[src/rtl/core/beg_pkg.sv]
// ----------------------------------------------------------------------------
// beg_pkg: shared types for the binary extended GCD block
// Holds the transfer payloads, the sequencer states, the datapath operation
// codes and the status flags that the datapath reports to the sequencer.
// ----------------------------------------------------------------------------
`default_nettype none

package beg_pkg;

  localparam int DATA_BITS = 64;
  localparam int GCD_BITS  = 63;

  typedef struct packed {
    logic signed [DATA_BITS-1:0] a;
    logic signed [DATA_BITS-1:0] b;
  } in_t;

  typedef struct packed {
    logic        [GCD_BITS-1:0]  gcd;
    logic signed [DATA_BITS-1:0] coef_a;
    logic signed [DATA_BITS-1:0] coef_b;
  } out_t;

  typedef enum logic [2:0] {
    S_IDLE,
    S_CHECK,
    S_STRIP,
    S_AHALF,
    S_LOOP,
    S_DONE
  } state_t;

  typedef enum logic [3:0] {
    OP_HOLD,
    OP_LOAD,
    OP_ZERO_A,
    OP_ZERO_B,
    OP_STRIP,
    OP_INIT,
    OP_HALVE_A,
    OP_HALVE_B,
    OP_SWAP_SUB,
    OP_SUB
  } op_t;

  typedef struct packed {
    logic am_zero;
    logic bm_zero;
    logic both_even;
    logic am_even;
    logic bm_even;
    logic equal;
    logic bm_lt;
  } stat_t;

endpackage

`default_nettype wire

[src/rtl/core/binary_extended_gcd.sv]
// ----------------------------------------------------------------------------
// binary_extended_gcd: signed extended GCD by the binary method
// Returns gcd(|a|, |b|) and Bezout coefficients with gcd = coef_a*a + coef_b*b.
// ----------------------------------------------------------------------------
// Usage:
//   Input channel in_valid / in_stall / in_data carries one operand pair per
//   transfer. in_stall is high from the cycle after a transfer until the
//   result has been moved into the output register, so one pair is worked
//   on at a time.
//   Output channel out_valid / out_stall / out_data carries one result per
//   input transfer, in order.
//   A zero operand goes from the zero check straight to the result; otherwise
//   the sequencer removes the common twos, halves both values and subtracts,
//   issuing one halve or subtract step per cycle to the shared datapath.
//   A new pair is taken in the cycle after the result enters the output
//   register, even while that result still waits to be taken.
//   Reset clears the sequencer and the output valid flag; the working
//   registers need no reset.
//   When the receiver stalls, the result holds in the output register; a
//   finished next result waits in the datapath until the register frees.
//   Bits of a and b above WORD_BITS are ignored.
// ----------------------------------------------------------------------------
`default_nettype none

module binary_extended_gcd #(
  parameter int WORD_BITS = 64
) (
  input  logic          clk,
  input  logic          rst,
  input  logic          in_valid,
  output logic          in_stall,
  input  beg_pkg::in_t  in_data,
  output logic          out_valid,
  input  logic          out_stall,
  output beg_pkg::out_t out_data
);

  beg_pkg::stat_t status;
  beg_pkg::op_t   op;
  beg_pkg::out_t  result;
  logic           load_out;
  logic           out_free;

  // output register can take a new result when empty or being drained
  assign out_free = !out_valid || !out_stall;

  beg_ctrl u_ctrl (
    .clk      (clk),
    .rst      (rst),
    .in_valid (in_valid),
    .status   (status),
    .out_free (out_free),
    .in_stall (in_stall),
    .op       (op),
    .load_out (load_out)
  );

  beg_dp #(
    .WORD_BITS (WORD_BITS)
  ) u_dp (
    .clk     (clk),
    .in_data (in_data),
    .op      (op),
    .status  (status),
    .result  (result)
  );

  // output register: load on result, drop valid on transfer
  always_ff @(posedge clk) begin
    if (rst) begin
      out_valid <= 1'b0;
    end else if (load_out) begin
      out_valid <= 1'b1;
    end else if (!out_stall) begin
      out_valid <= 1'b0;
    end
  end

  always_ff @(posedge clk) begin
    if (load_out) begin
      out_data <= result;
    end
  end

  // never overwrite a result that is still waiting
  assert property (@(posedge clk) disable iff (rst)
    load_out |-> (!out_valid || !out_stall))
    else $error("result loaded over a stalled result");

  // an accepted pair blocks further input until its result is loaded
  assert property (@(posedge clk) disable iff (rst)
    (in_valid && !in_stall) |=> in_stall)
    else $error("input taken while a pair is in progress");

  // a load always shows up as a valid result
  assert property (@(posedge clk) disable iff (rst)
    load_out |=> out_valid)
    else $error("loaded result not presented");

  // no load while idle and waiting for input
  assert property (@(posedge clk) disable iff (rst)
    !in_stall |-> !load_out)
    else $error("result loaded with no pair in progress");

endmodule

`default_nettype wire

[src/rtl/core/beg_ctrl.sv]
// ----------------------------------------------------------------------------
// beg_ctrl: sequencer for the binary extended GCD block
// Steps the shared datapath through load, zero checks, common-two removal,
// halving of the first value and the subtract/halve loop, one op per cycle.
// ----------------------------------------------------------------------------
`default_nettype none

module beg_ctrl (
  input  logic           clk,
  input  logic           rst,
  input  logic           in_valid,
  input  beg_pkg::stat_t status,
  input  logic           out_free,
  output logic           in_stall,
  output beg_pkg::op_t   op,
  output logic           load_out
);

  beg_pkg::state_t state;
  beg_pkg::state_t state_next;

  always_ff @(posedge clk) begin
    if (rst) begin
      state <= beg_pkg::S_IDLE;
    end else begin
      state <= state_next;
    end
  end

  assign in_stall = (state != beg_pkg::S_IDLE);

  always_comb begin
    state_next = state;
    op         = beg_pkg::OP_HOLD;
    load_out   = 1'b0;
    unique case (state)
      beg_pkg::S_IDLE: begin
        if (in_valid) begin
          op         = beg_pkg::OP_LOAD;
          state_next = beg_pkg::S_CHECK;
        end
      end
      beg_pkg::S_CHECK: begin
        priority if (status.am_zero) begin
          op         = beg_pkg::OP_ZERO_A;
          state_next = beg_pkg::S_DONE;
        end else if (status.bm_zero) begin
          op         = beg_pkg::OP_ZERO_B;
          state_next = beg_pkg::S_DONE;
        end else begin
          state_next = beg_pkg::S_STRIP;
        end
      end
      beg_pkg::S_STRIP: begin
        if (status.both_even) begin
          op = beg_pkg::OP_STRIP;
        end else begin
          op         = beg_pkg::OP_INIT;
          state_next = beg_pkg::S_AHALF;
        end
      end
      beg_pkg::S_AHALF: begin
        if (status.am_even) begin
          op = beg_pkg::OP_HALVE_A;
        end else begin
          state_next = beg_pkg::S_LOOP;
        end
      end
      beg_pkg::S_LOOP: begin
        priority if (status.equal) begin
          state_next = beg_pkg::S_DONE;
        end else if (status.bm_even) begin
          op = beg_pkg::OP_HALVE_B;
        end else if (status.bm_lt) begin
          op = beg_pkg::OP_SWAP_SUB;
        end else begin
          op = beg_pkg::OP_SUB;
        end
      end
      beg_pkg::S_DONE: begin
        // hold the result until the output register is free
        if (out_free) begin
          load_out   = 1'b1;
          state_next = beg_pkg::S_IDLE;
        end
      end
      default: begin
        state_next = beg_pkg::S_IDLE;
      end
    endcase
  end

endmodule

`default_nettype wire

[src/rtl/core/beg_dp.sv]
// ----------------------------------------------------------------------------
// beg_dp: working registers and shared arithmetic of the binary extended GCD
// One magnitude subtractor pair and one adder per coefficient lane, reused
// for halving and subtracting under the op code from the sequencer.
// ----------------------------------------------------------------------------
`default_nettype none

module beg_dp #(
  parameter int WORD_BITS = 64
) (
  input  logic           clk,
  input  beg_pkg::in_t   in_data,
  input  beg_pkg::op_t   op,
  output beg_pkg::stat_t status,
  output beg_pkg::out_t  result
);

  localparam int MW = WORD_BITS - 1;           // magnitude width
  localparam int CW = WORD_BITS + 3;           // coefficient width, with headroom
  localparam int RW = $clog2(WORD_BITS);       // common-two count width
  localparam logic [WORD_BITS-1:0] TOP = {1'b1, {MW{1'b0}}};

  logic [MW-1:0]        am;
  logic [MW-1:0]        bm;
  logic [MW-1:0]        alpha;
  logic [MW-1:0]        beta;
  logic [RW-1:0]        r;
  logic                 aneg;
  logic                 bneg;
  logic signed [CW-1:0] u;
  logic signed [CW-1:0] v;
  logic signed [CW-1:0] s;
  logic signed [CW-1:0] t;

  // Saturated magnitude of the low WORD_BITS bits.
  function automatic logic [MW-1:0] mag(input logic [beg_pkg::DATA_BITS-1:0] raw);
    logic [WORD_BITS-1:0] w;
    logic [WORD_BITS-1:0] n;
    w = raw[WORD_BITS-1:0];
    n = -w;
    if (!w[WORD_BITS-1]) begin
      mag = w[MW-1:0];
    end else if (w == TOP) begin
      mag = '1;
    end else begin
      mag = n[MW-1:0];
    end
  endfunction

  // magnitude compare and subtract
  logic [MW:0]   sub_ba;
  logic [MW-1:0] diff_ab;

  assign sub_ba  = {1'b0, bm} - {1'b0, am};
  assign diff_ab = am - bm;

  assign status.am_zero   = (am == '0);
  assign status.bm_zero   = (bm == '0);
  assign status.both_even = !(am[0] | bm[0]);
  assign status.am_even   = !am[0];
  assign status.bm_even   = !bm[0];
  assign status.equal     = (sub_ba == '0);
  assign status.bm_lt     = sub_ba[MW];

  // coefficient lanes: sum = base +/- oper
  logic signed [CW-1:0] p_base;
  logic signed [CW-1:0] p_oper;
  logic                 p_sub;
  logic signed [CW-1:0] q_base;
  logic signed [CW-1:0] q_oper;
  logic                 q_sub;
  logic                 pair_odd;
  logic signed [CW-1:0] p_sum;
  logic signed [CW-1:0] q_sum;
  logic signed [CW-1:0] p_half;
  logic signed [CW-1:0] q_half;
  logic signed [CW-1:0] beta_ext;
  logic signed [CW-1:0] alpha_ext;

  assign beta_ext  = CW'(beta);
  assign alpha_ext = CW'(alpha);

  always_comb begin
    p_base   = u;
    q_base   = v;
    p_oper   = '0;
    q_oper   = '0;
    p_sub    = 1'b0;
    q_sub    = 1'b0;
    pair_odd = 1'b0;
    unique case (op)
      beg_pkg::OP_HALVE_A: begin
        pair_odd = u[0] | v[0];
        p_base   = u;
        q_base   = v;
        p_oper   = pair_odd ? beta_ext : '0;
        q_oper   = pair_odd ? alpha_ext : '0;
        q_sub    = 1'b1;
      end
      beg_pkg::OP_HALVE_B: begin
        pair_odd = s[0] | t[0];
        p_base   = s;
        q_base   = t;
        p_oper   = pair_odd ? beta_ext : '0;
        q_oper   = pair_odd ? alpha_ext : '0;
        q_sub    = 1'b1;
      end
      beg_pkg::OP_SWAP_SUB: begin
        p_base = u;
        p_oper = s;
        p_sub  = 1'b1;
        q_base = v;
        q_oper = t;
        q_sub  = 1'b1;
      end
      beg_pkg::OP_SUB: begin
        p_base = s;
        p_oper = u;
        p_sub  = 1'b1;
        q_base = t;
        q_oper = v;
        q_sub  = 1'b1;
      end
      default: begin
      end
    endcase
  end

  assign p_sum  = p_base + (p_sub ? ~p_oper : p_oper) + CW'(p_sub);
  assign q_sum  = q_base + (q_sub ? ~q_oper : q_oper) + CW'(q_sub);
  assign p_half = p_sum >>> 1;
  assign q_half = q_sum >>> 1;

  always_ff @(posedge clk) begin
    unique case (op)
      beg_pkg::OP_LOAD: begin
        am   <= mag(in_data.a);
        bm   <= mag(in_data.b);
        aneg <= in_data.a[WORD_BITS-1];
        bneg <= in_data.b[WORD_BITS-1];
        r    <= '0;
      end
      beg_pkg::OP_ZERO_A: begin
        am <= bm;
        s  <= CW'(0);
        t  <= CW'(1);
      end
      beg_pkg::OP_ZERO_B: begin
        s <= CW'(1);
        t <= CW'(0);
      end
      beg_pkg::OP_STRIP: begin
        am <= am >> 1;
        bm <= bm >> 1;
        r  <= r + RW'(1);
      end
      beg_pkg::OP_INIT: begin
        alpha <= am;
        beta  <= bm;
        u     <= CW'(1);
        v     <= CW'(0);
        s     <= CW'(0);
        t     <= CW'(1);
      end
      beg_pkg::OP_HALVE_A: begin
        am <= am >> 1;
        u  <= p_half;
        v  <= q_half;
      end
      beg_pkg::OP_HALVE_B: begin
        bm <= bm >> 1;
        s  <= p_half;
        t  <= q_half;
      end
      beg_pkg::OP_SWAP_SUB: begin
        am <= bm;
        bm <= diff_ab;
        u  <= s;
        v  <= t;
        s  <= p_sum;
        t  <= q_sum;
      end
      beg_pkg::OP_SUB: begin
        bm <= sub_ba[MW-1:0];
        s  <= p_sum;
        t  <= q_sum;
      end
      default: begin
      end
    endcase
  end

  // final shift and sign fix
  logic [MW-1:0]                 g_shift;
  logic [beg_pkg::DATA_BITS-1:0] x_ext;
  logic [beg_pkg::DATA_BITS-1:0] y_ext;

  assign g_shift = am << r;
  assign x_ext   = beg_pkg::DATA_BITS'(s);
  assign y_ext   = beg_pkg::DATA_BITS'(t);

  assign result.gcd    = beg_pkg::GCD_BITS'(g_shift);
  assign result.coef_a = aneg ? -x_ext : x_ext;
  assign result.coef_b = bneg ? -y_ext : y_ext;

endmodule

`default_nettype wire

[config.mk]
export PLATFORM = sky130hd
export DESIGN_NAME = binary_extended_gcd
export DESIGN_NICKNAME = d
export VERILOG_FILES = /design/src/rtl/core/beg_pkg.sv /design/src/rtl/core/binary_extended_gcd.sv /design/src/rtl/core/beg_ctrl.sv /design/src/rtl/core/beg_dp.sv
export SDC_FILE = /design/constraint.sdc
export NUM_CORES = 2
export LEC_CHECK = 0
export ABC_CLOCK_PERIOD_IN_PS = 19250
export BUFFER_PORTS_ARGS = -buffer_cell sky130_fd_sc_hd__buf_2
export CAP_MARGIN = 20
export CELL_PAD_IN_SITES_DETAIL_PLACEMENT = 0
export CELL_PAD_IN_SITES_GLOBAL_PLACEMENT = 2
export CORE_MARGIN = 4
export CORE_UTILIZATION = 42
export DETAILED_ROUTE_END_ITERATION = 16
export GPL_TIMING_DRIVEN = 0
export HOLD_SLACK_MARGIN = 0.05
export PLACE_DENSITY_LB_ADDON = 0.25
export REMOVE_ABC_BUFFERS = 1
export SLEW_MARGIN = 20
export SYNTH_ARGS = -nofsm -noshare
export SYNTH_HDL_FRONTEND = slang
export SYNTH_SLANG_ARGS = --single-unit
[constraint.sdc]
create_clock -name clk -period 19.25 [get_ports clk]
set_clock_uncertainty 0.2 [all_clocks]
set_input_delay 0.9625 -clock clk [delete_from_list [all_inputs] [get_ports clk]]
set_output_delay 0.9625 -clock clk [all_outputs]
set_load 0.005 [all_outputs]
==> metrics.txt <==
# TYPE chip_impl_metric gauge
chip_impl_metric{name="worstSkewPairLatency",unit="ns"} 0.74
chip_impl_info{name="outcome",value="complete, no violations"} 1
chip_impl_metric{name="finish.net_count",unit=""} 7169
chip_impl_metric{name="netlist_area",unit="sq um"} 58000
chip_impl_metric{name="timing.critical_path.arrival",unit="ns"} 16.06
chip_impl_metric{name="drt-wirelength-per-cell",unit="um"} 28.0
chip_impl_info{name="worstHoldPathType",value="in -> reg"} 1
chip_impl_metric{name="fin_tns_setup",unit="ns"} 0
chip_impl_metric{name="h-tree-depth",unit=""} 3
chip_impl_metric{name="vdd_drop_max",unit="uV"} 95.7
chip_impl_metric{name="syn_inst",unit=""} 6683
chip_impl_metric{name="ys_warn_count",unit=""} 0
chip_impl_metric{name="io_pins",unit=""} 325
chip_impl_metric{name="synth_top_cell_area_share",unit="%"} 37.2
chip_impl_metric{name="required",unit="ns"} 19.52
chip_impl_metric{name="finalWeightedCongestion",unit=""} 0.974
chip_impl_metric{name="first_global_vias",unit=""} 51200
chip_impl_metric{name="flow.area_growth_from_synthesis",unit="%"} 13.8
chip_impl_metric{name="critPathMaxStageDelay",unit="ns"} 0.87
chip_impl_metric{name="post_layout_min_period",unit="ns"} 15.79
chip_impl_metric{name="synthesis.area_per_instance",unit="sq um"} 8.69
chip_impl_metric{name="number_of_antenna_violations_at_the_first_check_in_global_routing",unit=""} 18
chip_impl_info{name="crit_path_start_kind",value="flip-flop"} 1
chip_impl_info{name="synth_most_common_cell",value="sky130_fd_sc_hd__nand2_1"} 1
chip_impl_metric{name="fmax",unit="MHz"} 63.3
chip_impl_metric{name="design.die.area",unit="sq um"} 144000
chip_impl_metric{name="fin_cells",unit=""} 8647
chip_impl_info{name="rsz_0062_raised_after_global_routing",value="false"} 1
chip_impl_metric{name="first_iter_violations",unit=""} 6329
chip_impl_metric{name="floorplan.rows",unit=""} 136
chip_impl_metric{name="holdBufCountCts",unit=""} 0
chip_impl_metric{name="buffers_from_clock_root_to_sink_at_most",unit=""} 3
chip_impl_metric{name="global_routing_usage_summed_across_all_routing_layers",unit="%"} 32.2
chip_impl_metric{name="final_area",unit="sq um"} 66100
chip_impl_metric{name="final.fill_count",unit=""} 13300
chip_impl_metric{name="worst_pin_slew",unit="ns"} 1.14
chip_impl_metric{name="cts_resized",unit=""} 0
chip_impl_metric{name="finalMaxSlewViolations",unit=""} 0
chip_impl_metric{name="placed_cells",unit=""} 8474
chip_impl_metric{name="drt-total-wl",unit="mm"} 242
chip_impl_metric{name="postLayoutCoreUtil",unit="%"} 48.1
chip_impl_info{name="master_of_the_slowest_instance_on_the_critical_path",value="sky130_fd_sc_hd__nor4_4"} 1
chip_impl_info{name="cell_type_with_the_highest_occurrence_count_on_the_critical_path",value="sky130_fd_sc_hd__buf_8"} 1
chip_impl_metric{name="final_layout_size_suffix_gt1_share",unit="%"} 11.6
chip_impl_metric{name="worstPathMaxFanout",unit=""} 28
chip_impl_metric{name="power_leakage",unit="nW"} 25.5
chip_impl_info{name="tritoncts",value="yes"} 1
chip_impl_info{name="root_buffer",value="sky130_fd_sc_hd__clkbuf_16"} 1
chip_impl_metric{name="synth_async_sr_flop_share",unit="%"} 0
chip_impl_metric{name="detailroute.via_count",unit=""} 54600
chip_impl_metric{name="cts.sink_count",unit=""} 723
chip_impl_metric{name="placement.setup.worst_slack",unit="ns"} 3.81
chip_impl_metric{name="grt_max_degree",unit=""} 80
chip_impl_metric{name="post_drt_via_cell_ratio",unit=""} 6.32
chip_impl_metric{name="final_min_period_over_clock_period",unit="%"} 82.0
chip_impl_metric{name="finalHoldViolations",unit=""} 0
chip_impl_info{name="synth_area_leaders",value="sky130_fd_sc_hd__edfxtp_1 37%, sky130_fd_sc_hd__nand2_1 7.5%, sky130_fd_sc_hd__ha_1 5.6%"} 1
chip_impl_metric{name="ratio_of_total_power_to_cell_area",unit="nW/um^2"} 178
chip_impl_metric{name="final_critical_path_setup_slack",unit="ns"} 3.46
chip_impl_metric{name="ys_seq_elements",unit=""} 723
chip_impl_info{name="synth_flop_cell",value="sky130_fd_sc_hd__edfxtp_1"} 1
chip_impl_metric{name="portBuffers",unit=""} 324
chip_impl_metric{name="half_perimeter_wire_length_after_placement",unit="mm"} 186
chip_impl_metric{name="post-route-drc-count",unit=""} 0
chip_impl_info{name="post_synth_most_frequent_cells",value="1156 x sky130_fd_sc_hd__nand2_1, 719 x sky130_fd_sc_hd__edfxtp_1, 603 x sky130_fd_sc_hd__a21oi_1, 469 x sky130_fd_sc_hd__nor2_1, 463 x sky130_fd_sc_hd__o21ai_0"} 1
chip_impl_metric{name="floorplan.initialDensity",unit="%"} 42.3
chip_impl_metric{name="die_height",unit="um"} 380
chip_impl_metric{name="number_of_enable_flip_flop_cells_after_synthesis",unit=""} 719
chip_impl_metric{name="grt_pass1_wl",unit="mm"} 353
chip_impl_metric{name="core_area",unit="sq um"} 137000
chip_impl_metric{name="place_area",unit="sq um"} 63000
chip_impl_metric{name="synthDistinctLibCells",unit=""} 109
chip_impl_metric{name="cap_viol_max_count",unit=""} 0
chip_impl_info{name="worst_setup_path_end_kind",value="flip-flop"} 1
chip_impl_metric{name="grt_overflow",unit=""} 0
chip_impl_metric{name="max_slew_margin",unit="%"} 23.3
chip_impl_metric{name="post_cts_buffers",unit=""} 0
chip_impl_metric{name="cts_inserted_buffers",unit=""} 90
chip_impl_info{name="timing_worst_setup_path_type",value="reg -> reg"} 1
chip_impl_metric{name="cts.clk_slew.worst_paths",unit="ns"} 0.06
chip_impl_metric{name="final-setup-viol-count",unit=""} 0
chip_impl_metric{name="synth-seq-area-share",unit="%"} 37.3
chip_impl_metric{name="die-width",unit="um"} 380
chip_impl_metric{name="drt_first_pass_iters",unit=""} 6
chip_impl_info{name="synth_top_area_cell",value="sky130_fd_sc_hd__edfxtp_1"} 1
chip_impl_metric{name="detail-route-antenna-nets",unit=""} 0
through the flow:
step / power, mW / hold slack (ns)
after floorplan: 7.24 / 0.277
after global placement: 10.1 / 0.305
after detailed placement: 9.84 / 0.365
after CTS: 11.6 / 0.257
after global routing: 12.4 / 0.300
final: 11.8 / 0.314
kinds of logic after synthesis:
logic type | after synthesis | share of synthesized area, %
and+or+nand+nor | 2270 | 17.3
buffers and inverters | 692 | 4.62
AOI/OAI and AO/OA | 2082 | 23.5
muxes | 237 | 5.24
DFF | 723 | 37.3
adders and majority gates | 265 | 5.76
xor gates and xnor gates | 414 | 6.25
power by group:
group          switching [mW]  leakage, nW  total, mW  internal [mW]
clock                   0.761         1.43       1.76          0.999
sequential              0.700         6.69       3.06           2.36
combinational            4.57         17.4       6.96           2.39
placed cells by master (no fill, tap or decap), types with 90 or more instances in the layout:
cell type	netlist	final
sky130_fd_sc_hd__nand2_1	1156	1149
sky130_fd_sc_hd__a21o_1	152	151
sky130_fd_sc_hd__ha_1	261	261
sky130_fd_sc_hd__xor2_1	144	144
sky130_fd_sc_hd__inv_1	231	229
sky130_fd_sc_hd__mux2i_1	141	141
sky130_fd_sc_hd__clkbuf_16	0	90
sky130_fd_sc_hd__a22o_1	104	104
sky130_fd_sc_hd__nor2_1	469	463
sky130_fd_sc_hd__o21ai_0	463	463
sky130_fd_sc_hd__buf_2	33	322
sky130_fd_sc_hd__a21oi_1	603	600
sky130_fd_sc_hd__a211oi_1	95	94
sky130_fd_sc_hd__nand3_1	92	90
sky130_fd_sc_hd__edfxtp_1	719	719
sky130_fd_sc_hd__xnor2_1	270	270
layer usage:
metal | up-vias | track usage (%) | share of wire [%]
li1 | 24900 | - | -
met1 | 27000 | 45.4 | 44
met2 | 2338 | 50.3 | 45
met3 | 347 | 4.82 | 7.3
met4 | 6 | 11.3 | 3.6
met5 | - | 0 | 0.022
sequential cells by signal, summed over array words and instances (netlist names), 3 cells and up:
register / cells
u_ctrl.state: 3
u_dp.r: 6
u_dp.beta: 63
u_dp.v: 67
u_dp.alpha: 63
out_data: 191
u_dp.s: 67
u_dp.bm: 63
u_dp.u: 67
u_dp.am: 63
u_dp.t: 67
cell type report:
type	instances	area (sq um)	share of cell area (%)
Multi-Input combinational cell	5268	34000	51.4
Sequential cell	723	21700	32.8
Timing Repair Buffer	456	4300	6.51
Clock buffer	100	2290	3.47
Tap cell	1794	2240	3.40
Inverter	233	885	1.34
Clock inverter	61	677	1.02
Antenna cell	12	30.0	0.0455
critical path: cells and delay by family (launching register included):
| family | cells | cell delay (ns) |
|---|---|---|
| XOR/XNOR | 1 | 0.16 |
| buffers and inverters | 14 | 2.68 |
| adder cells (fa/ha/maj) | 3 | 1.09 |
| flip-flops | 1 | 0.47 |
| AO/OA/AOI/OAI | 18 | 6.56 |
| AND/OR/NAND/NOR | 11 | 4.10 |
final timing paths:
check                   from         end  slack, ns  cells past startpoint
hold / removal           rst   out_valid       0.31                      2
setup / recovery  u_dp.bm[0]  u_dp.s[63]       3.46                     47
setup reg to reg  u_dp.bm[0]  u_dp.s[63]       3.46                     47
hold reg to reg   u_dp.s[64]  u_dp.u[64]       0.38                      2
Note: power is estimated with default switching activity, not from simulation.
